`config.mk`:
```
export PLATFORM = sky130hd
export DESIGN_NAME = pll_tune_vco_cap_sweep_unit_flat
export DESIGN_NICKNAME = d
export VERILOG_FILES = /design/src/rtl/pllt_pkg.sv /design/src/rtl/pllt_if.sv /design/src/rtl/pllt_div.sv /design/src/rtl/pll_tune_vco_cap_sweep_unit.sv /design/src/flat_wrapper.sv
export SDC_FILE = /design/constraint.sdc
export NUM_CORES = 1
export LEC_CHECK = 0
export ABC_AREA = 1
export BUFFER_PORTS_ARGS = -buffer_cell sky130_fd_sc_hd__buf_2
export CORE_ASPECT_RATIO = 1.5
export CORE_MARGIN = 3
export CORE_UTILIZATION = 55
export CTS_CLUSTER_SIZE = 24
export DETAILED_ROUTE_END_ITERATION = 16
export PLACE_DENSITY = 0.74
export SLEW_MARGIN = 20
export SYNTH_ARGS = -nofsm -noshare
export SYNTH_HDL_FRONTEND = slang
export SYNTH_SLANG_ARGS = --single-unit
```
`constraint.sdc`:
```
create_clock -name clk -period 5.8 [get_ports clk]
set_input_delay 0 -clock clk [delete_from_list [all_inputs] [get_ports clk]]
set_output_delay 0 -clock clk [all_outputs]
set_load 0.05 [all_outputs]
```
`src/rtl/pllt_pkg.sv`:
```
package pllt_pkg;

    // Field widths
    localparam int FREQ_W   = 32;
    localparam int REF_W    = 27;
    localparam int BASE_W   = 8;
    localparam int CAP_W    = 6;
    localparam int INT_W    = 9;
    localparam int FRAC_W   = 23;
    localparam int BAND_W   = 6;
    localparam int STATUS_W = 3;
    localparam int CMP_W    = 2;

    // Largest multiplier is 16, so the product grows by four bits
    localparam int PROD_W   = FREQ_W + 4;

    localparam logic [REF_W-1:0] REF_RESET = 27'd26000000;

    // Request kinds
    localparam logic REQ_TUNE    = 1'b0;
    localparam logic REQ_READING = 1'b1;

    // Comparator codes
    localparam logic [CMP_W-1:0] CMP_NORMAL  = 2'd0;
    localparam logic [CMP_W-1:0] CMP_LOW     = 2'd1;
    localparam logic [CMP_W-1:0] CMP_HIGH    = 2'd2;
    localparam logic [CMP_W-1:0] CMP_INVALID = 2'd3;

    // Result status codes
    localparam logic [STATUS_W-1:0] ST_OK        = 3'd0;
    localparam logic [STATUS_W-1:0] ST_RANGE     = 3'd1;
    localparam logic [STATUS_W-1:0] ST_BAD_CMP   = 3'd2;
    localparam logic [STATUS_W-1:0] ST_NO_WINDOW = 3'd3;
    localparam logic [STATUS_W-1:0] ST_IDLE      = 3'd4;

    // Band edges: band k covers (edge[k], edge[k+1]]
    localparam int NUM_EDGES = 17;
    localparam int NUM_BANDS = 16;
    localparam int EDGE_IW   = 5;
    localparam logic [EDGE_IW-1:0] EDGE_LAST = 5'd16;

    localparam logic [FREQ_W-1:0] BAND_EDGE [NUM_EDGES] = '{
        32'd232500000,  32'd285625000,  32'd336875000,  32'd405000000,
        32'd465000000,  32'd571250000,  32'd673750000,  32'd810000000,
        32'd930000000,  32'd1142500000, 32'd1347500000, 32'd1620000000,
        32'd1860000000, 32'd2285000000, 32'd2695000000, 32'd3240000000,
        32'd3720000000
    };

    localparam logic [BAND_W-1:0] BAND_SEL [NUM_BANDS] = '{
        6'h27, 6'h2f, 6'h37, 6'h3f, 6'h26, 6'h2e, 6'h36, 6'h3e,
        6'h25, 6'h2d, 6'h35, 6'h3d, 6'h24, 6'h2c, 6'h34, 6'h3c
    };

    // Sequencer states
    typedef enum logic [1:0] {
        CS_IDLE,
        CS_BAND,
        CS_DIV
    } ctl_state_t;

    // Capacitor sweep phases
    typedef enum logic [1:0] {
        PH_IDLE,
        PH_HIGH,
        PH_NORM,
        PH_LOW
    } phase_t;

    // One result transaction
    typedef struct packed {
        logic [INT_W-1:0]    int_divider;
        logic [FRAC_W-1:0]   frac_divider;
        logic [BAND_W-1:0]   band_code;
        logic [CAP_W-1:0]    cap_setting;
        logic [BASE_W-1:0]   target_base;
        logic [STATUS_W-1:0] status;
        logic                done_res;
    } result_t;

endpackage

```
`src/rtl/pllt_if.sv`:
```
interface pllt_req_if;
    import pllt_pkg::*;

    logic              valid;
    logic              ready;
    logic              req_type;
    logic [FREQ_W-1:0] out_freq_hz;
    logic [BASE_W-1:0] register_base;
    logic [CMP_W-1:0]  comparator;

    modport source (
        output valid, req_type, out_freq_hz, register_base, comparator,
        input  ready
    );

    modport sink (
        input  valid, req_type, out_freq_hz, register_base, comparator,
        output ready
    );
endinterface

interface pllt_res_if;
    import pllt_pkg::*;

    logic                valid;
    logic                ready;
    logic [INT_W-1:0]    int_divider;
    logic [FRAC_W-1:0]   frac_divider;
    logic [BAND_W-1:0]   band_code;
    logic [CAP_W-1:0]    cap_setting;
    logic [BASE_W-1:0]   target_base;
    logic [STATUS_W-1:0] status;
    logic                done_res;

    modport source (
        output valid, int_divider, frac_divider, band_code, cap_setting,
               target_base, status, done_res,
        input  ready
    );

    modport sink (
        input  valid, int_divider, frac_divider, band_code, cap_setting,
               target_base, status, done_res,
        output ready
    );
endinterface

```
`src/rtl/pllt_div.sv`:
```
module pllt_div #(
    parameter int FRAC_BITS = 23
) (
    input  logic                                       clk,
    input  logic                                       rst_n,
    input  logic                                       start,
    input  logic [pllt_pkg::PROD_W+FRAC_BITS-1:0]      dividend,
    input  logic [pllt_pkg::REF_W-1:0]                 divisor,
    output logic [pllt_pkg::INT_W+FRAC_BITS-1:0]       quotient,
    output logic                                       done
);
    import pllt_pkg::*;

    localparam int DW    = PROD_W + FRAC_BITS;
    localparam int QW    = INT_W + FRAC_BITS;
    localparam int CNT_W = $clog2(DW + 1);

    logic             busy_reg, busy_next;
    logic             done_reg, done_next;
    logic [CNT_W-1:0] cnt_reg, cnt_next;
    logic [DW-1:0]    num_reg, num_next;
    logic [REF_W-1:0] den_reg, den_next;
    logic [REF_W-1:0] rem_reg, rem_next;
    logic [QW-1:0]    quo_reg, quo_next;

    logic [REF_W:0]   partial;
    logic [REF_W:0]   diff;
    logic             ge;

    // Control registers
    always_ff @(posedge clk or negedge rst_n)
    begin
        if (!rst_n)
        begin
            busy_reg <= 1'b0;
            done_reg <= 1'b0;
            cnt_reg  <= '0;
        end
        else
        begin
            busy_reg <= busy_next;
            done_reg <= done_next;
            cnt_reg  <= cnt_next;
        end
    end

    // Datapath registers
    always_ff @(posedge clk)
    begin
        num_reg <= num_next;
        den_reg <= den_next;
        rem_reg <= rem_next;
        quo_reg <= quo_next;
    end

    // One restoring step per cycle: bring down a bit, subtract if it fits
    always_comb
    begin
        partial = {rem_reg, num_reg[DW-1]};
        diff    = partial - {1'b0, den_reg};
        ge      = (partial >= {1'b0, den_reg});

        busy_next = busy_reg;
        done_next = 1'b0;
        cnt_next  = cnt_reg;
        num_next  = num_reg;
        den_next  = den_reg;
        rem_next  = rem_reg;
        quo_next  = quo_reg;

        if (start)
        begin
            busy_next = 1'b1;
            cnt_next  = CNT_W'(DW);
            num_next  = dividend;
            den_next  = divisor;
            rem_next  = '0;
            quo_next  = '0;
        end
        else if (busy_reg)
        begin
            num_next = {num_reg[DW-2:0], 1'b0};
            rem_next = ge ? diff[REF_W-1:0] : partial[REF_W-1:0];
            quo_next = {quo_reg[QW-2:0], ge};
            cnt_next = cnt_reg - 1'b1;
            if (cnt_reg == CNT_W'(1))
            begin
                busy_next = 1'b0;
                done_next = 1'b1;
            end
        end
    end

    assign quotient = quo_reg;
    assign done     = done_reg;

endmodule

```
`src/rtl/pll_tune_vco_cap_sweep_unit.sv`:
```
// PLL tuning controller. A tune request (req_type 0) selects the band code,
// then computes the integer and fractional divider as one bit-serial long
// division of (multiplier * frequency) << FRAC_BITS by ref_clock_hz; the
// band search checks one edge per cycle, and the divider result is then
// handed over to the result register. Each comparator reading (req_type 1)
// advances the capacitor sweep and its answer is registered for the result
// channel. One transaction is worked on at a time; the next is taken as soon
// as the result register is free or is being emptied. ref_clock_hz is written
// through cfg_wr_en / cfg_wr_data and should change only while no tune request
// is in flight.
module pll_tune_vco_cap_sweep_unit #(
    parameter int CAP_STEPS = 64,
    parameter int FRAC_BITS = 23
) (
    input  logic                         clk,
    input  logic                         rst_n,
    input  logic                         cfg_wr_en,
    input  logic [pllt_pkg::REF_W-1:0]   cfg_wr_data,
    pllt_req_if.sink                     req,
    pllt_res_if.source                   res
);
    import pllt_pkg::*;

    localparam int DW = PROD_W + FRAC_BITS;
    localparam int QW = INT_W + FRAC_BITS;
    localparam logic [CAP_W-1:0] CAP_LAST = CAP_W'(CAP_STEPS - 1);

    ctl_state_t         state_reg, state_next;
    phase_t             phase_reg, phase_next;
    logic [CAP_W-1:0]   idx_reg, idx_next;
    logic [CAP_W-1:0]   ws_reg, ws_next;
    logic [CAP_W-1:0]   we_reg, we_next;
    logic [BASE_W-1:0]  base_reg, base_next;
    logic [REF_W-1:0]   ref_reg;
    logic [FREQ_W-1:0]  f_reg, f_next;
    logic [EDGE_IW-1:0] edge_idx_reg, edge_idx_next;
    logic [EDGE_IW-1:0] above_reg, above_next;
    logic [BAND_W-1:0]  code_reg, code_next;
    logic               out_valid_reg, out_valid_next;
    result_t            out_reg, out_next;

    logic               in_acc;
    logic               div_start;
    logic [DW-1:0]      div_num;
    logic [QW-1:0]      div_quo;
    logic               div_done;

    logic [EDGE_IW-1:0] above_inc;
    logic               in_range;
    logic [3:0]         band_k;
    logic [2:0]         mult_sh;
    logic [PROD_W-1:0]  prod;
    phase_t             ph1;
    logic [CAP_W-1:0]   ws1, we1;
    logic [CAP_W:0]     mid_sum;

    assign req.ready = (state_reg == CS_IDLE) && (!out_valid_reg || res.ready);
    assign in_acc    = req.valid && req.ready;

    // Band search arithmetic and the shifted product for the divider
    assign above_inc = above_reg + EDGE_IW'(f_reg > BAND_EDGE[edge_idx_reg]);
    assign band_k    = 4'(above_inc - 1'b1);
    assign in_range  = (above_inc != '0) && (above_inc <= EDGE_LAST) && (ref_reg != '0);
    assign mult_sh   = 3'd4 - {1'b0, band_k[3:2]};
    assign prod      = PROD_W'(f_reg) << mult_sh;
    assign div_num   = {prod, {FRAC_BITS{1'b0}}};

    pllt_div #(
        .FRAC_BITS (FRAC_BITS)
    ) u_div (
        .clk      (clk),
        .rst_n    (rst_n),
        .start    (div_start),
        .dividend (div_num),
        .divisor  (ref_reg),
        .quotient (div_quo),
        .done     (div_done)
    );

    // Control and sweep state
    always_ff @(posedge clk or negedge rst_n)
    begin
        if (!rst_n)
        begin
            state_reg     <= CS_IDLE;
            phase_reg     <= PH_IDLE;
            idx_reg       <= '0;
            ws_reg        <= '0;
            we_reg        <= '0;
            base_reg      <= '0;
            ref_reg       <= REF_RESET;
            out_valid_reg <= 1'b0;
        end
        else
        begin
            state_reg     <= state_next;
            phase_reg     <= phase_next;
            idx_reg       <= idx_next;
            ws_reg        <= ws_next;
            we_reg        <= we_next;
            base_reg      <= base_next;
            out_valid_reg <= out_valid_next;
            if (cfg_wr_en)
            begin
                ref_reg <= cfg_wr_data;
            end
        end
    end

    // Working and result payload
    always_ff @(posedge clk)
    begin
        f_reg        <= f_next;
        edge_idx_reg <= edge_idx_next;
        above_reg    <= above_next;
        code_reg     <= code_next;
        out_reg      <= out_next;
    end

    // Next state and results
    always_comb
    begin
        state_next     = state_reg;
        phase_next     = phase_reg;
        idx_next       = idx_reg;
        ws_next        = ws_reg;
        we_next        = we_reg;
        base_next      = base_reg;
        f_next         = f_reg;
        edge_idx_next  = edge_idx_reg;
        above_next     = above_reg;
        code_next      = code_reg;
        out_valid_next = out_valid_reg && !res.ready;
        out_next       = out_reg;
        div_start      = 1'b0;
        ph1            = phase_reg;
        ws1            = ws_reg;
        we1            = we_reg;
        mid_sum        = '0;

        case (state_reg)
            CS_IDLE:
            begin
                if (in_acc && (req.req_type == REQ_TUNE))
                begin
                    // Latch the request and start the band search
                    base_next     = req.register_base;
                    phase_next    = PH_IDLE;
                    f_next        = req.out_freq_hz;
                    edge_idx_next = '0;
                    above_next    = '0;
                    state_next    = CS_BAND;
                end
                else if (in_acc)
                begin
                    // Comparator reading: the answer is registered for the result channel
                    out_valid_next       = 1'b1;
                    out_next             = '0;
                    out_next.target_base = base_reg;
                    if (phase_reg == PH_IDLE)
                    begin
                        out_next.status = ST_IDLE;
                    end
                    else if (req.comparator == CMP_INVALID)
                    begin
                        phase_next        = PH_IDLE;
                        out_next.status   = ST_BAD_CMP;
                        out_next.done_res = 1'b1;
                    end
                    else
                    begin
                        if ((req.comparator == CMP_LOW) && (phase_reg == PH_NORM))
                        begin
                            we1 = idx_reg - 1'b1;
                            ph1 = PH_LOW;
                        end
                        else if ((req.comparator == CMP_NORMAL) && (phase_reg == PH_HIGH))
                        begin
                            ws1 = idx_reg;
                            ph1 = PH_NORM;
                        end

                        if (idx_reg == CAP_LAST)
                        begin
                            // Last step: close the window and report
                            if (ph1 == PH_NORM)
                            begin
                                we1 = CAP_LAST;
                            end
                            phase_next        = PH_IDLE;
                            out_next.done_res = 1'b1;
                            if (ph1 == PH_HIGH)
                            begin
                                out_next.status = ST_NO_WINDOW;
                            end
                            else
                            begin
                                mid_sum              = {1'b0, ws1} + {1'b0, we1};
                                out_next.cap_setting = mid_sum[CAP_W:1];
                                out_next.status      = ST_OK;
                            end
                        end
                        else
                        begin
                            // Advance to the next capacitor step
                            phase_next           = ph1;
                            idx_next             = idx_reg + 1'b1;
                            out_next.cap_setting = idx_reg + 1'b1;
                            out_next.status      = ST_OK;
                        end
                        ws_next = ws1;
                        we_next = we1;
                    end
                end
            end

            CS_BAND:
            begin
                // Count band edges below the target, one edge per cycle
                edge_idx_next = edge_idx_reg + 1'b1;
                above_next    = above_inc;
                if (edge_idx_reg == EDGE_LAST)
                begin
                    if (in_range)
                    begin
                        code_next  = BAND_SEL[band_k];
                        div_start  = 1'b1;
                        state_next = CS_DIV;
                    end
                    else
                    begin
                        out_valid_next       = 1'b1;
                        out_next             = '0;
                        out_next.target_base = base_reg;
                        out_next.status      = ST_RANGE;
                        out_next.done_res    = 1'b1;
                        state_next           = CS_IDLE;
                    end
                end
            end

            CS_DIV:
            begin
                // Hold until the divider finishes, then arm the sweep
                if (div_done)
                begin
                    out_valid_next        = 1'b1;
                    out_next              = '0;
                    out_next.int_divider  = div_quo[FRAC_BITS +: INT_W];
                    out_next.frac_divider = FRAC_W'(div_quo[FRAC_BITS-1:0]);
                    out_next.band_code    = code_reg;
                    out_next.target_base  = base_reg;
                    out_next.status       = ST_OK;
                    phase_next            = PH_HIGH;
                    idx_next              = '0;
                    ws_next               = '0;
                    we_next               = '0;
                    state_next            = CS_IDLE;
                end
            end

            default:
            begin
                state_next = CS_IDLE;
            end
        endcase
    end

    // Drive the result channel
    assign res.valid        = out_valid_reg;
    assign res.int_divider  = out_reg.int_divider;
    assign res.frac_divider = out_reg.frac_divider;
    assign res.band_code    = out_reg.band_code;
    assign res.cap_setting  = out_reg.cap_setting;
    assign res.target_base  = out_reg.target_base;
    assign res.status       = out_reg.status;
    assign res.done_res     = out_reg.done_res;

endmodule
```
`src/flat_wrapper.sv`:
```
// flat-port wrapper written by rule: the top's interface ports become plain ports
module pll_tune_vco_cap_sweep_unit_flat import pllt_pkg::*;
#(
    parameter int CAP_STEPS = 64,
    parameter int FRAC_BITS = 23
)
  (clk, rst_n, cfg_wr_en, cfg_wr_data, req_valid, req_req_type, req_out_freq_hz, req_register_base, req_comparator, req_ready, res_valid, res_int_divider, res_frac_divider, res_band_code, res_cap_setting, res_target_base, res_status, res_done_res, res_ready);
  pllt_req_if req_i ();
  pllt_res_if res_i ();
  input  logic clk;
  input  logic rst_n;
  input  logic cfg_wr_en;
  input  logic [pllt_pkg::REF_W-1:0] cfg_wr_data;
  input wire logic [$bits(req_i.valid)-1:0] req_valid;
  input wire logic [$bits(req_i.req_type)-1:0] req_req_type;
  input wire logic [$bits(req_i.out_freq_hz)-1:0] req_out_freq_hz;
  input wire logic [$bits(req_i.register_base)-1:0] req_register_base;
  input wire logic [$bits(req_i.comparator)-1:0] req_comparator;
  output wire logic [$bits(req_i.ready)-1:0] req_ready;
  output wire logic [$bits(res_i.valid)-1:0] res_valid;
  output wire logic [$bits(res_i.int_divider)-1:0] res_int_divider;
  output wire logic [$bits(res_i.frac_divider)-1:0] res_frac_divider;
  output wire logic [$bits(res_i.band_code)-1:0] res_band_code;
  output wire logic [$bits(res_i.cap_setting)-1:0] res_cap_setting;
  output wire logic [$bits(res_i.target_base)-1:0] res_target_base;
  output wire logic [$bits(res_i.status)-1:0] res_status;
  output wire logic [$bits(res_i.done_res)-1:0] res_done_res;
  input wire logic [$bits(res_i.ready)-1:0] res_ready;
  assign req_i.valid = req_valid;
  assign req_i.req_type = req_req_type;
  assign req_i.out_freq_hz = req_out_freq_hz;
  assign req_i.register_base = req_register_base;
  assign req_i.comparator = req_comparator;
  assign req_ready = req_i.ready;
  assign res_valid = res_i.valid;
  assign res_int_divider = res_i.int_divider;
  assign res_frac_divider = res_i.frac_divider;
  assign res_band_code = res_i.band_code;
  assign res_cap_setting = res_i.cap_setting;
  assign res_target_base = res_i.target_base;
  assign res_status = res_i.status;
  assign res_done_res = res_i.done_res;
  assign res_i.ready = res_ready;
  pll_tune_vco_cap_sweep_unit #(.CAP_STEPS(CAP_STEPS), .FRAC_BITS(FRAC_BITS)) u_core (.clk(clk), .rst_n(rst_n), .cfg_wr_en(cfg_wr_en), .cfg_wr_data(cfg_wr_data), .req(req_i), .res(res_i));
endmodule
```
# == After elaboration in Yosys (flattened, before gate mapping) ==
# Memory sizes are Yosys's and may differ from the RTL's. A register that Yosys moved wholly into a read port is not among the register bits.
# Cells that the tools add are included.
# totals
regBits,286
romBits,1120
word_cells,187
mem_count,2
# op_classes
addsub,9
magnitude_cmp,4
eq_ne,22
shifts,1
n_mux,93
n_bitwise,3
reduce_logical,28
# memory_table
memory,words,word_bits,rd,rd_ports_with_merged_regs,write_ports,line_no,text
(name not given),32,32,1,0,0,pll_tune_vco_cap_sweep_unit.sv:61,assign above_inc = above_reg + EDGE_IW'(f_reg > BAND_EDGE[edge_idx_reg]);
(name not given),16,6,1,1,0,pll_tune_vco_cap_sweep_unit.sv:226,code_next = BAND_SEL[band_k];
# op_table
operator,count
56-bit 2-to-1 mux,5
6-bit 2-to-1 mux,36
56-bit case mux with 3 select lines,1
59-bit 2-to-1 mux,2
32-bit 2-to-1 mux,2
2-bit 2-to-1 mux,19
6-bit case mux with 2 select lines,3
32-bit by 3-bit << shifter with 36-bit output,1
32-bit greater-than comparator,1
28-bit by 27-bit >= comparator with 1-bit output,1
27-bit 2-to-1 mux,1
27-bit nonzero test,1
27-bit subtractor,1
5-bit case mux with 2 select lines,2
1-bit 2-to-1 mux,16
"2-bit != test, second input constant",7
6-bit AND reduction,2
"6-bit by 1-bit subtractor with 6-bit output, second input constant",2
"2-bit by 1-bit == test with 1-bit output, second input constant",4
"2-bit == test, second input constant",4
1-bit logical AND,8
6-bit by 6-bit adder with 7-bit output,1
7-bit AND reduction,1
"6-bit by 1-bit adder with 6-bit output, second input constant",1
30 further kinds,38

# == Longest topological paths before layout ==
# Gate-level depths: netlist of the first run.
# logic_depth
ltp_word,25
depth_mapped,33
ltp_nobuf,32

# == Hierarchy ==
# From an unflattened synthesis of the first run, not the netlist that was laid out.
# hier_totals
hier_cells,2135
hier_area_um2,17436.7
# modules_own_cells
module,n_inst,cells_each,area_each_um2,seq_area_each_um2
pll_tune_vco_cap_sweep_unit,1,1107,9400.3,4496.8
pllt_div,1,1028,8036.5,3963.8

# == Worst setup path before layout of the first run ==
# No wires, ideal clock.
# synth_path
kind,register -> register
from,reg u_core.edge_idx_reg[1]
to,"reg u_core.out_reg, in the netlist u_core.res.band_code[0], enable pin"
setup_time_ps,409
arrival_ps,4730
slack_ps,661
stages_incl_launch_ff,28
path_buffers,0
path_cell_list,edfxtp_1 inv_1 ha_1 inv_1 nor2_1 a31oi_1 nand2_1 o21ai_0 inv_1 ha_1 nand2_1 nor2_1 nand2_1 nor4_1 nand4_1 a21boi_0 ha_1 ha_1 inv_1 ha_1 inv_1 nor2_2 nand2_1 nand2_1 nand2_2 nand2_1 o211ai_1 inv_1
# synth_via
elab_chain_cells,11
elab_cells_between_ends,14
cone_classes,add/sub (1); order compare (2); eq/ne (3); mux (2); bitwise (1); reduce/logical (4); memory (1)
# synth_rtl
element,line_no,text
"start, declared",pll_tune_vco_cap_sweep_unit.sv:36,"logic [EDGE_IW-1:0] edge_idx_reg, edge_idx_next;"
"start signal, assigned",pll_tune_vco_cap_sweep_unit.sv:114,edge_idx_reg <= edge_idx_next;
5-bit inverter with 6-bit output (implied by the code) *,pll_tune_vco_cap_sweep_unit.sv:61,
memory 32 x 32 bit *,--,
32-bit 2-to-1 mux (implied by the code) * (2 in series),pll_tune_vco_cap_sweep_unit.sv:61,
32-bit greater-than comparator *,pll_tune_vco_cap_sweep_unit.sv:61,
5-bit by 1-bit adder with 5-bit output *,pll_tune_vco_cap_sweep_unit.sv:61,
net u_core.above_inc[1],pll_tune_vco_cap_sweep_unit.sv:48,logic [EDGE_IW-1:0] above_inc;
5-bit <= comparator or 5-bit nonzero test (tied branches),pll_tune_vco_cap_sweep_unit.sv:63,assign in_range = (above_inc != '0) && (above_inc <= EDGE_LAST) && (ref_reg != '0);
1-bit logical AND * (2 in series),pll_tune_vco_cap_sweep_unit.sv:63,
2-bit != test (no source line) *,--,
6-bit AND reduction (no source line) *,--,
"end signal, assigned",pll_tune_vco_cap_sweep_unit.sv:117,out_reg <= out_next;
"end, declared",pll_tune_vco_cap_sweep_unit.sv:40,"result_t out_reg, out_next;"
# The timed path passes the listed nets; every way through them passes the cells marked *. The select of a mux whose other input is x is not followed.
# A chain may end at the register's enable or synchronous reset.

# == Worst setup path after layout of the first run ==
# layout_path
from,reg u_core.edge_idx_reg[0]
to,reg u_core.u_div.num_reg[56] (data pin)
# layout_via
elab_chain_cells,13
elab_cells_between_ends,18
cone_classes,add/sub (3); order compare (2); eq/ne (1); shift (1); mux (6); bitwise (1); reduce/logical (3); memory (1)
# layout_rtl
element,line_no,text
branches (longest 12 deep; another with memory 32 x 32 bit),--,
59-bit 2-to-1 mux *,pllt_div.sv:71,if (start)
net u_core.u_div.num_next[56],pllt_div.sv:21,"logic [DW-1:0] num_reg, num_next;"
"end signal, assigned",pllt_div.sv:50,num_reg <= num_next;
"end, declared",pllt_div.sv:21,
# Mark *: on every way through the listed nets, which the timed path passes. The select of a mux whose other input is x is not followed.

==> impl_metrics.csv, run 1 <==
group,metric,value,unit
run_status,status,"finished, final reports clean",
clock_network,clock_sinks,289,
flow_run,drv_cap,0,
clock_network,cts_buffers,28,
synthesis,netlist_instances,2065,
worst_setup_path,cp.arrival,5590,ps
finish,largest_reg_flops,36,
clock_network,cts_tree,"built",
place,routabilityCongestion,1.015,
timing,slew_violations,0,
timing,period_share,90.76,%
grt,grt_util_all_layers,26.17,%
grt,overflow,0,
timing,layout_min_cycle_time,5264,ps
timing,final_hold_viol_count,0,
power_and_ir_drop,p_comb_share,56.2,%
worst_setup_path,worstPathRequired,6130,ps
power_and_ir_drop,power.switching,0.005559,W
clock_network,cts_htree_levels,1,
worst_setup_path,r2r_cells,30,
synthesis,synth_top_flop_cell,"edfxtp_1",
finish,drive_above_1_share,12.87,%
routing,dr.pass1.iters,5,
routing,wl_per_cell,15.68,µm
grt,grt_max_degree,67,
synthesis,netlist.area_leader.share,30.08,%
synthesis,synth_fp_nets,2222,
die,row_count,76,
synthesis,synthAdderAreaFrac,6.358,%
power_and_ir_drop,peakVddDrop,0.7353,mV
finish,fin_util,66.55,%
routing,route.detailed.drc,0,
synthesis,synthXorXnorAreaFrac,1.123,%
die,core,29000,µm²
grt,antenna_found_initial,0,
place,portBuffers,132,
power_and_ir_drop,seq_power_share,28.0,%
clock_network,cts-root-buf,"clkbuf_16",
synthesis,synth.avg_cell_area,7.929,µm²
synthesis,synth-simple-area-share,25.89,%
worst_setup_path,slowest_stage,"edfxtp_1",
power_and_ir_drop,swShare,47.50,%
finish,fillers,2438,
routing,ant_nets,0,
place,dp_worst_setup_slack,270.5,ps
timing,clock_skew,30.75,ps
die,fp.dieH,217.3,µm
worst_setup_path,cp-end-kind,"register",
power_and_ir_drop,clockPowerShare,15.8,%
die,die_area,31920,µm²
synthesis,yosys_warnings,0,
synthesis,synth_compound_gate_area_share,9.147,%
finish,area_growth,17.88,%
hold_path,hold_depth,3,
synthesis,ys_ff_latch,289,
worst_setup_path,crit_top_cell,"nand2_1",
clock_network,clkTransAtPathRegs,60,ps
finish,n_antenna_cell,0,
place,dp_hpwl,30.05,mm
power_and_ir_drop,p_int,0.006144,W
synthesis,netlist_area,16370,µm²
clock_network,clkLatencyLatePin,580,ps
synthesis,synth_top_area_cell,"edfxtp_1",
timing,maxSlewHeadroom,38.09,%
worst_setup_path,critPathMaxStageDelay,460,ps
routing,drt-initial-drc-count,776,
routing,vias,14300,
hold_path,hold_path_class,"input pin to register",
synthesis,synthArstFlopShare,22.84,%
synthesis,ys_types,52,
synthesis,synthMuxAreaShare,0.5502,%
synthesis,synth-edff-count,164,
worst_setup_path,startpoint_type,"register",
worst_setup_path,worstSetupPathType,"register to register",
routing,wirelength,42.06,mm
synthesis,ys_seq_area_share,47.46,%
timing,fmax,190.0,MHz
grt,grt_pass1_wl,68.39,mm
worst_setup_path,crit_path_max_fanout,30,
power_and_ir_drop,p_leak,9.568,nW
synthesis,synthTopCellsByArea,"edfxtp_1 (30%), nand2_1 (14%), dfrtp_1 (8.6%), inv_1 (7.4%), dfxtp_1 (7.2%)",
die,initial_core_util,56.45,%
routing,vias_per_cell,5.330,
timing,setup-violations-final,0,
power_and_ir_drop,power_density,606.3,nW/µm²
timing,layout_setup_ws,536.1,ps
timing,worst_slew_pin_slew,928.7,ps
synthesis,synth_top_family_by_area,"simple AND/OR/NAND/NOR gates",
timing,tns,0,ps
die,ioPinCount,133,
clock_network,cts_max_path_buffers,3,
timing,rsz0062_at_grt,"false",
die,fp.dieW,146.9,µm
grt,first_global_vias,14320,
finish,fin_nets,2428,
[cells by family after synthesis]
kind of cell,count (synthesis)
compound gates,272
xor+xnor,21
fa+ha+maj,82
buf+inv,398
flops,289
mux,8
simple gates,995
[routing by layer]
metal / vias up / part of all wire, % / track usage (%)
met3: 123 / 4.4 / 2.749
met5: - / 0 / 0
met4: 0 / 4.8 / 11.96
met1: 6672 / 37 / 28.68
li1: 7084 / - / -
met2: 422 / 53 / 50.21
[critical path: cells and delay by family, from the launching register on]
family          cells  cell delay, ps
compound gates      5             740
xor+xnor            1             210
fa+ha+maj           5            1350
buf+inv             6             890
flops               1             460
simple gates       13            1390
[cell usage in the layout (no fill, tap or decap), types with 10 or more instances in the layout]
cell / n
xor2_1: 11
nand2_1: 595
ha_1: 80
dlygate4sd3_1: 85
nand4_1: 36
xnor2_1: 10
clkbuf_16: 30
inv_1: 322
nor3_1: 14
nand3_1: 152
o21ai_0: 131
a21oi_1: 78
dfstp_2: 10
nor2_1: 131
dfrtp_1: 56
or2_2: 40
dfxtp_1: 59
buf_2: 132
edfxtp_1: 164
buf_4: 20
o22ai_1: 16
[final timing paths]
check | from | endpoint | slack, ps
worst max-delay path | u_core.edge_idx_reg[0] | u_core.u_div.num_reg[56] | 540
worst min-delay path | cfg_wr_en | u_core.ref_reg[24] | 30
worst max register to register | u_core.edge_idx_reg[0] | u_core.u_div.num_reg[56] | 540
worst min register to register | u_core.ref_reg[3] | u_core.u_div.den_reg[3] | 450
max in group asynchronous | rst_n | u_core.ref_reg[21] | 4980
min in group asynchronous | rst_n | u_core.base_reg[2] | 200
[power groups by stage]
| stage | Combinational [W] | Sequential (W) | Clock, W |
|---|---|---|---|
| floorplan | 0.00421 | 0.00390 | 0 |
| global placement | 0.00630 | 0.00329 | 0 |
| detailed placement | 0.00640 | 0.00331 | 0 |
| CTS | 0.00650 | 0.00327 | 0.00189 |
| global route | 0.00726 | 0.00334 | 0.00198 |
| finish | 0.00658 | 0.00327 | 0.00185 |
[per-stage QoR]
stage | hold slack, ps | std cells | cell area (µm²) | total power (W)
global placement | 176.6 | 2543 | 17450 | 0.009589
finish | 34.88 | 2683 | 19300 | 0.01170
CTS | 1.756 | 2679 | 19250 | 0.01167
detailed placement | 178.1 | 2543 | 17450 | 0.009707
global route | 67.34 | 2683 | 19300 | 0.01258
floorplan | -295.6 | 2065 | 16370 | 0.008107
[synth_stat cells, types with 2 or more instances]
cell type,instances
or2_2,40
buf_2,16
ha_1,80
clkbuf_2,3
nor3_2,2
buf_4,5
o21ai_0,131
dfrtp_1,56
a21oi_2,7
nand4_1,36
nand2_2,4
a211oi_1,3
dfxtp_1,59
nor2_2,4
clkbuf_1,37
o21a_1,8
o21ai_1,7
fa_1,2
inv_1,323
inv_2,6
nor2_1,131
mux2_2,8
xor2_1,11
edfxtp_1,164
or2_1,5
nor3_1,14
o21bai_1,6
xnor2_1,10
o31ai_1,2
buf_6,2
o211ai_1,4
nand3_1,152
a22oi_1,5
dfstp_2,10
nand2_1,595
nand3b_1,4
buf_1,4
clkinv_1,2
a21oi_1,78
o22ai_1,16
nand2_4,2
[area by class of cell]
type | count | area (µm²) | area share (%)
clock buffers | 36 | 783.3 | 4.058
clock inverters | 16 | 168.9 | 0.8751
multi-input cells | 1378 | 7067 | 36.61
repair buffers | 243 | 1782 | 9.231
inverters | 331 | 1242 | 6.437
flip-flops and latches | 289 | 7770 | 40.26
well taps | 390 | 488.0 | 2.528
[repair_timing]
item,CTS,global route
endpoints found under the setup margin,0,187
hold endpoints to repair,159,3
hold buffers,84,1
resized for setup,0,3
buffers inserted,0,2
No activity file was read; power rests on OpenSTA's default activity.
==> run 2, diff against run 1 <==
--- a/config.mk
+++ b/config.mk
@@ -6,13 +6,15 @@
 export NUM_CORES = 1
 export LEC_CHECK = 0
 export ABC_AREA = 1
+export ABC_CLOCK_PERIOD_IN_PS = 5800
 export BUFFER_PORTS_ARGS = -buffer_cell sky130_fd_sc_hd__buf_2
 export CORE_ASPECT_RATIO = 1.5
 export CORE_MARGIN = 3
 export CORE_UTILIZATION = 55
 export CTS_CLUSTER_SIZE = 24
 export DETAILED_ROUTE_END_ITERATION = 16
-export PLACE_DENSITY = 0.74
+export GPL_TIMING_DRIVEN = 0
+export PLACE_DENSITY_LB_ADDON = 0.05
 export SLEW_MARGIN = 20
 export SYNTH_ARGS = -nofsm -noshare
 export SYNTH_HDL_FRONTEND = slang
==> run 2 against run 1 <==
Global-route usage grew 1.3 points. Register-to-register slack worse by 250 ps. Critical path depth is 1 lower. Combinational power is 3% higher. Final cell count up 2.3%. Clock skew down 21 ps. Count of clock-buffer cells in the layout stayed put. Critical path type unchanged. Sequential share of layout area down 0.66 points. Maximum frequency down 4.6%. Via count grew 0.34%. Critical endpoint is now u_core.u_div.num_reg[45].
==> impl_metrics.csv, run 2 (synthesis results as in run 1) <==
group,metric,value,unit
finish,multi_input_comb_area,7089,µm²
grt,first_global_vias,14540,
worst_setup_path,startpoint_type,"register",
die,initial_core_util,56.45,%
hold_path,hold_path_class,"input pin to register",
routing,wirelength,44.03,mm
place,routabilityCongestion,0.9728,
worst_setup_path,cp.arrival,5960,ps
timing,maxSlewHeadroom,43.37,%
power_and_ir_drop,peakVddDrop,0.5911,mV
grt,overflow,0,
finish,layout_commonest_cell,"nand2_1",
finish,area_growth,19.84,%
worst_setup_path,worstPathRequired,6240,ps
routing,dr.pass1.iters,5,
worst_setup_path,crit_path_max_fanout,11,
grt,grt_util_all_layers,27.44,%
power_and_ir_drop,p_leak,9.737,nW
clock_network,cts_htree_levels,1,
place,dp_hpwl,32.55,mm
grt,grt_pass1_wl,70.73,mm
place,portBuffers,131,
finish,fin_nets,2490,
worst_setup_path,cpLargestDelayFamily,"adder cells",
finish,largest_reg_flops,36,
routing,route.detailed.drc,0,
worst_setup_path,critPathMaxStageDelay,490,ps
timing,setup-violations-final,0,
worst_setup_path,slowest_stage,"edfxtp_1",
routing,ant_nets,0,
worst_setup_path,worstSetupPathType,"register to register",
run_status,status,"finished, final reports clean",
die,row_count,76,
finish,fillers,2439,
finish,ff_latch_area,7770,µm²
die,core,29000,µm²
finish,n_antenna_cell,0,
die,ioPinCount,133,
power_and_ir_drop,total_power,0.01191,W
timing,period_share,95.11,%
timing,clock_skew,9.511,ps
worst_setup_path,cp-end-kind,"register",
finish,final_cell_mix,"nand2_1 (594), inv_1 (318), edfxtp_1 (164), nand3_1 (152), buf_2 (144)",
power_and_ir_drop,power_density,606.9,nW/µm²
timing,fmax,181.3,MHz
clock_network,cts_tree,"built",
clock_network,cts-root-buf,"clkbuf_16",
timing,layout_min_cycle_time,5516,ps
routing,vias,14350,
clock_network,cts_max_path_buffers,3,
die,fp.dieH,217.3,µm
clock_network,cts_buffers,29,
worst_setup_path,crit_top_cell,"ha_1",
timing,slew_violations,0,
timing,tns,0,ps
grt,grt_max_degree,56,
routing,wl_per_cell,16.03,µm
clock_network,clkLatencyLatePin,570,ps
timing,worst_slew_pin_slew,846.6,ps
routing,drt-initial-drc-count,701,
grt,antenna_found_initial,0,
clock_network,clkTransAtPathRegs,60,ps
routing,vias_per_cell,5.225,
flow_run,drv_cap,0,
timing,final_hold_viol_count,0,
worst_setup_path,path_buf_inv,8,
clock_network,clock_sinks,289,
die,fp.dieW,146.9,µm
die,die_area,31920,µm²
finish,drive_above_1_share,13.79,%
==> run 2: worst paths after layout <==
path                                        start                        to  slack [ps]  cells past startpoint
max                        u_core.edge_idx_reg[0]  u_core.u_div.num_reg[45]         280                     29
min                                     req_valid       u_core.phase_reg[1]         120                      7
max reg2reg                u_core.edge_idx_reg[0]  u_core.u_div.num_reg[45]         280                     29
min reg2reg                     u_core.ref_reg[2]   u_core.u_div.den_reg[2]         450                      0
max in group asynchronous                   rst_n        u_core.base_reg[0]        4080                      4
min in group asynchronous                   rst_n          u_core.ws_reg[0]         490                      4
==> run 2: worst min-delay path, stage by stage <==
cell and delay (ps):
buf_2 110, nand2_1 100, o21ai_0 130, o21ai_0 100
nor2_1 70, nand2_1 50, o21ai_0 70
==> run 2: final cells by class <==
cell class | count | area share [%]
Sequential cell | 289 | 39.60
Multi-Input combinational cell | 1378 | 36.13
Timing Repair Buffer | 237 | 8.813
Inverter | 331 | 6.345
Clock buffer | 36 | 4.202
Tap cell | 390 | 2.487
Buffer | 67 | 1.728
Clock inverter | 18 | 0.6951
==> run 2: repair_timing <==
item,CTS,global route
gates resized for setup,6,36
hold buffers,97,0
setup endpoints to repair,108,163
endpoints found under the hold margin,145,0
setup buffers,2,4
pin swaps,0,3
==> run 2: metrics by stage <==
stage	hold slack, ps	instance area (µm²)	worst slack (ps)	utilization (%)	cells
after detailed placement	-98.77	17580	-488.5	60.61	2589
final	121.2	19620	283.8	67.65	2746
after global routing	127.4	19620	-52.27	67.65	2746
after global placement	176.3	17520	-928.9	60.40	2586
after floorplan	-295.6	16370	660.5	-	2065
after CTS	53.94	19540	7.266	67.36	2742
==> run 2: report_power, final <==
group | total (W) | switching [W] | internal [W]
registers | 0.00327 | 0.000315 | 0.00296
logic | 0.00677 | 0.00449 | 0.00227
clock network | 0.00187 | 0.000843 | 0.00103
==> run 2: routing by layer <==
layer	share of wire, %	routed length (µm)	GRT usage (%)	up-vias
met5	0	0	0	-
met3	4.1	1785	3.312	131
met4	5.4	2372	13.87	0
met1	37	16310	29.23	6643
li1	-	-	-	7216
met2	54	23560	52.62	359
==> run 3, diff against run 2 <==
--- a/config.mk
+++ b/config.mk
@@ -6,7 +6,7 @@
 export NUM_CORES = 1
 export LEC_CHECK = 0
 export ABC_AREA = 1
-export ABC_CLOCK_PERIOD_IN_PS = 5800
+export ABC_CLOCK_PERIOD_IN_PS = 5500
 export BUFFER_PORTS_ARGS = -buffer_cell sky130_fd_sc_hd__buf_2
 export CORE_ASPECT_RATIO = 1.5
 export CORE_MARGIN = 3
==> constraint.sdc (replaced) <==
create_clock -name clk -period 5.5 [get_ports clk]
set_input_delay 0 -clock clk [delete_from_list [all_inputs] [get_ports clk]]
set_output_delay 0 -clock clk [all_outputs]
set_load 0.05 [all_outputs]
==> run 3 against run 2 <==
Utilization up 0.20 points. Final cell count about the same. Die area did not move. Critical endpoint is now u_core.u_div.num_reg[54]. Largest power group unchanged.
==> impl_metrics.csv, run 3 (synthesis results as in run 1) <==
group,metric,value,unit
run_status,status,"finished, final reports clean",
worst_setup_path,crit_path_end,"u_core.u_div.num_reg[54]",
finish,layout_commonest_cell,"nand2_1",
routing,route.detailed.drc,0,
power_and_ir_drop,power_density,643.2,nW/µm²
clock_network,cts_buffers,29,
worst_setup_path,reg2reg_to,"u_core.u_div.num_reg[54]",
power_and_ir_drop,swShare,47.26,%
place,portBuffers,131,
timing,worst_slew_pin_slew,841.9,ps
worst_setup_path,cp-end-kind,"register",
grt,grt_max_degree,56,
power_and_ir_drop,p_leak,9.746,nW
place,dp_hpwl,32.55,mm
clock_network,cts-root-buf,"clkbuf_16",
finish,fin_util,67.86,%
worst_setup_path,r2r_cells,30,
timing,rsz0062_at_grt,"true",
die,ioPinCount,133,
die,fp.dieW,146.9,µm
routing,vias,14340,
finish,fin_nets,2488,
clock_network,clock_sinks,289,
routing,vias_per_cell,5.227,
finish,n_antenna_cell,0,
worst_setup_path,worstReg2RegStart,"u_core.edge_idx_reg[0]",
clock_network,clkTransAtPathRegs,70,ps
place,routabilityCongestion,0.9728,
timing,layout_min_cycle_time,5213,ps
die,row_count,76,
worst_setup_path,cp.arrival,5550,ps
routing,dr.pass1.iters,7,
routing,ant_nets,0,
worst_setup_path,slowest_stage,"edfxtp_1",
clock_network,cts_max_path_buffers,3,
clock_network,cts_tree,"built",
grt,first_global_vias,14560,
power_and_ir_drop,peakVddDrop,0.6276,mV
finish,area_growth,20.20,%
routing,drt-initial-drc-count,748,
power_and_ir_drop,seq_power_share,27.2,%
clock_network,cts_htree_levels,1,
die,fp.dieH,217.3,µm
routing,wl_per_cell,16.03,µm
power_and_ir_drop,p_int,0.006677,W
worst_setup_path,startpoint_type,"register",
die,core,29000,µm²
timing,setup-violations-final,0,
timing,fin_hold_ws,126.7,ps
finish,largest_reg_flops,36,
timing,period_share,94.79,%
worst_setup_path,worstSetupPathType,"register to register",
grt,antenna_found_initial,0,
worst_setup_path,critPathMaxStageDelay,490,ps
timing,fmax,191.8,MHz
timing,clock_skew,9.356,ps
worst_setup_path,crit_top_cell,"nand2_1",
power_and_ir_drop,clockPowerShare,15.5,%
die,initial_core_util,56.45,%
worst_setup_path,worstPathRequired,5840,ps
grt,grt_util_all_layers,27.46,%
power_and_ir_drop,power.switching,0.005982,W
grt,grt_pass1_wl,70.77,mm
die,die_area,31920,µm²
hold_path,hold_path_class,"input pin to register",
worst_setup_path,crit_path_max_fanout,11,
worst_setup_path,critPathLaunch,"u_core.edge_idx_reg[0]",
timing,final_hold_viol_count,0,
power_and_ir_drop,p_comb_share,57.2,%
finish,drive_above_1_share,14.10,%
timing,maxSlewHeadroom,43.69,%
grt,overflow,0,
clock_network,clkLatencyLatePin,570,ps
flow_run,drv_cap,0,
finish,final_cell_mix,"nand2_1 (594), inv_1 (318), edfxtp_1 (164), nand3_1 (152), buf_2 (145)",
worst_setup_path,r2r_setup_slack,290,ps
timing,slew_violations,0,
routing,wirelength,44.00,mm
## run 3: changes by cell type in the layout (fill, tap and decap cells not counted), moves of 2 or more
cell / delta
ha_1: -2
ha_4: +2
nor2_1: -2
o21ai_0: -3
o21ai_1: +3
buf_6: +3
buf_4: -3
## run 3: worst min path at each step
| stage | startpoint | endpoint | slack, ps | depth (start not counted) |
|---|---|---|---|---|
| finish | req_valid | u_core.phase_reg[1] | 130 | 7 |
| global route | req_out_freq_hz[13] | u_core.f_reg[13] | 130 | 2 |
| CTS | req_valid | u_core.phase_reg[1] | 50 | 7 |
| detailed placement | rst_n | u_core.base_reg[6] | -100 | 1 |
| global placement | req_out_freq_hz[27] | u_core.f_reg[27] | 180 | 1 |
| floorplan | rst_n | u_core.base_reg[0] | -300 | 0 |
## run 3: worst max-delay path: cells and delay by family (launching register included)
kind / cells / cell delay, ps
buffers and inverters: 8 / 890
adders and majority gates: 6 / 1500
and+or+nand+nor: 12 / 1320
AOI/OAI and AO/OA: 4 / 760
DFF: 1 / 490
## run 3: per-stage QoR
step | setup WS (ps) | setup TNS, ps | instance area, µm² | total power [W] | cells
3_3_place_gp | -1229 | -132730 | 17520 | 0.01012 | 2586
6_report | 286.8 | 0 | 19680 | 0.01266 | 2744
5_1_grt | -62.12 | -500.1 | 19680 | 0.01366 | 2744
2_1_floorplan | 360.5 | 0 | 16370 | 0.008549 | 2065
3_5_place_dp | -788.5 | -72310 | 17580 | 0.01024 | 2589
4_1_cts | 14.26 | 0 | 19560 | 0.01244 | 2742
## run 3: routing by layer
layer | global-route usage [%] | wire length (µm) | vias up | part of all wire (%)
met5 | 0 | 0 | - | 0
met2 | 52.70 | 23770 | 383 | 54
met3 | 3.291 | 1772 | 120 | 4.0
li1 | - | - | 7211 | -
met4 | 13.87 | 2216 | 0 | 5.0
met1 | 29.22 | 16240 | 6628 | 37
## run 3: power groups by stage
stage	Combinational [W]	Clock [W]	Sequential, W
4_1_cts	0.00699	0.00201	0.00344
6_report	0.00724	0.00197	0.00345
3_3_place_gp	0.00662	0	0.00349
3_5_place_dp	0.00675	0	0.00349
2_1_floorplan	0.00444	0	0.00411
5_1_grt	0.00805	0.00210	0.00352
## run 3: cell type report
cell class	count	area [µm²]
Inverter	331	1247
Buffer	67	357.8
Tap cell	390	488.0
Timing Repair Buffer	235	1714
Fill cell	2431	9323
Multi-Input combinational cell	1378	7142
Clock inverter	18	136.4
Clock buffer	36	824.5
Sequential cell	289	7770
## run 3: repair_timing
item                                    in CTS  in global routing
setup buffers                                2                  2
pin swaps                                    0                  3
endpoints found under the hold margin      145                  0
resized for setup                           20                 42
endpoints found under the setup margin     194                165
hold buffers                                97                  0
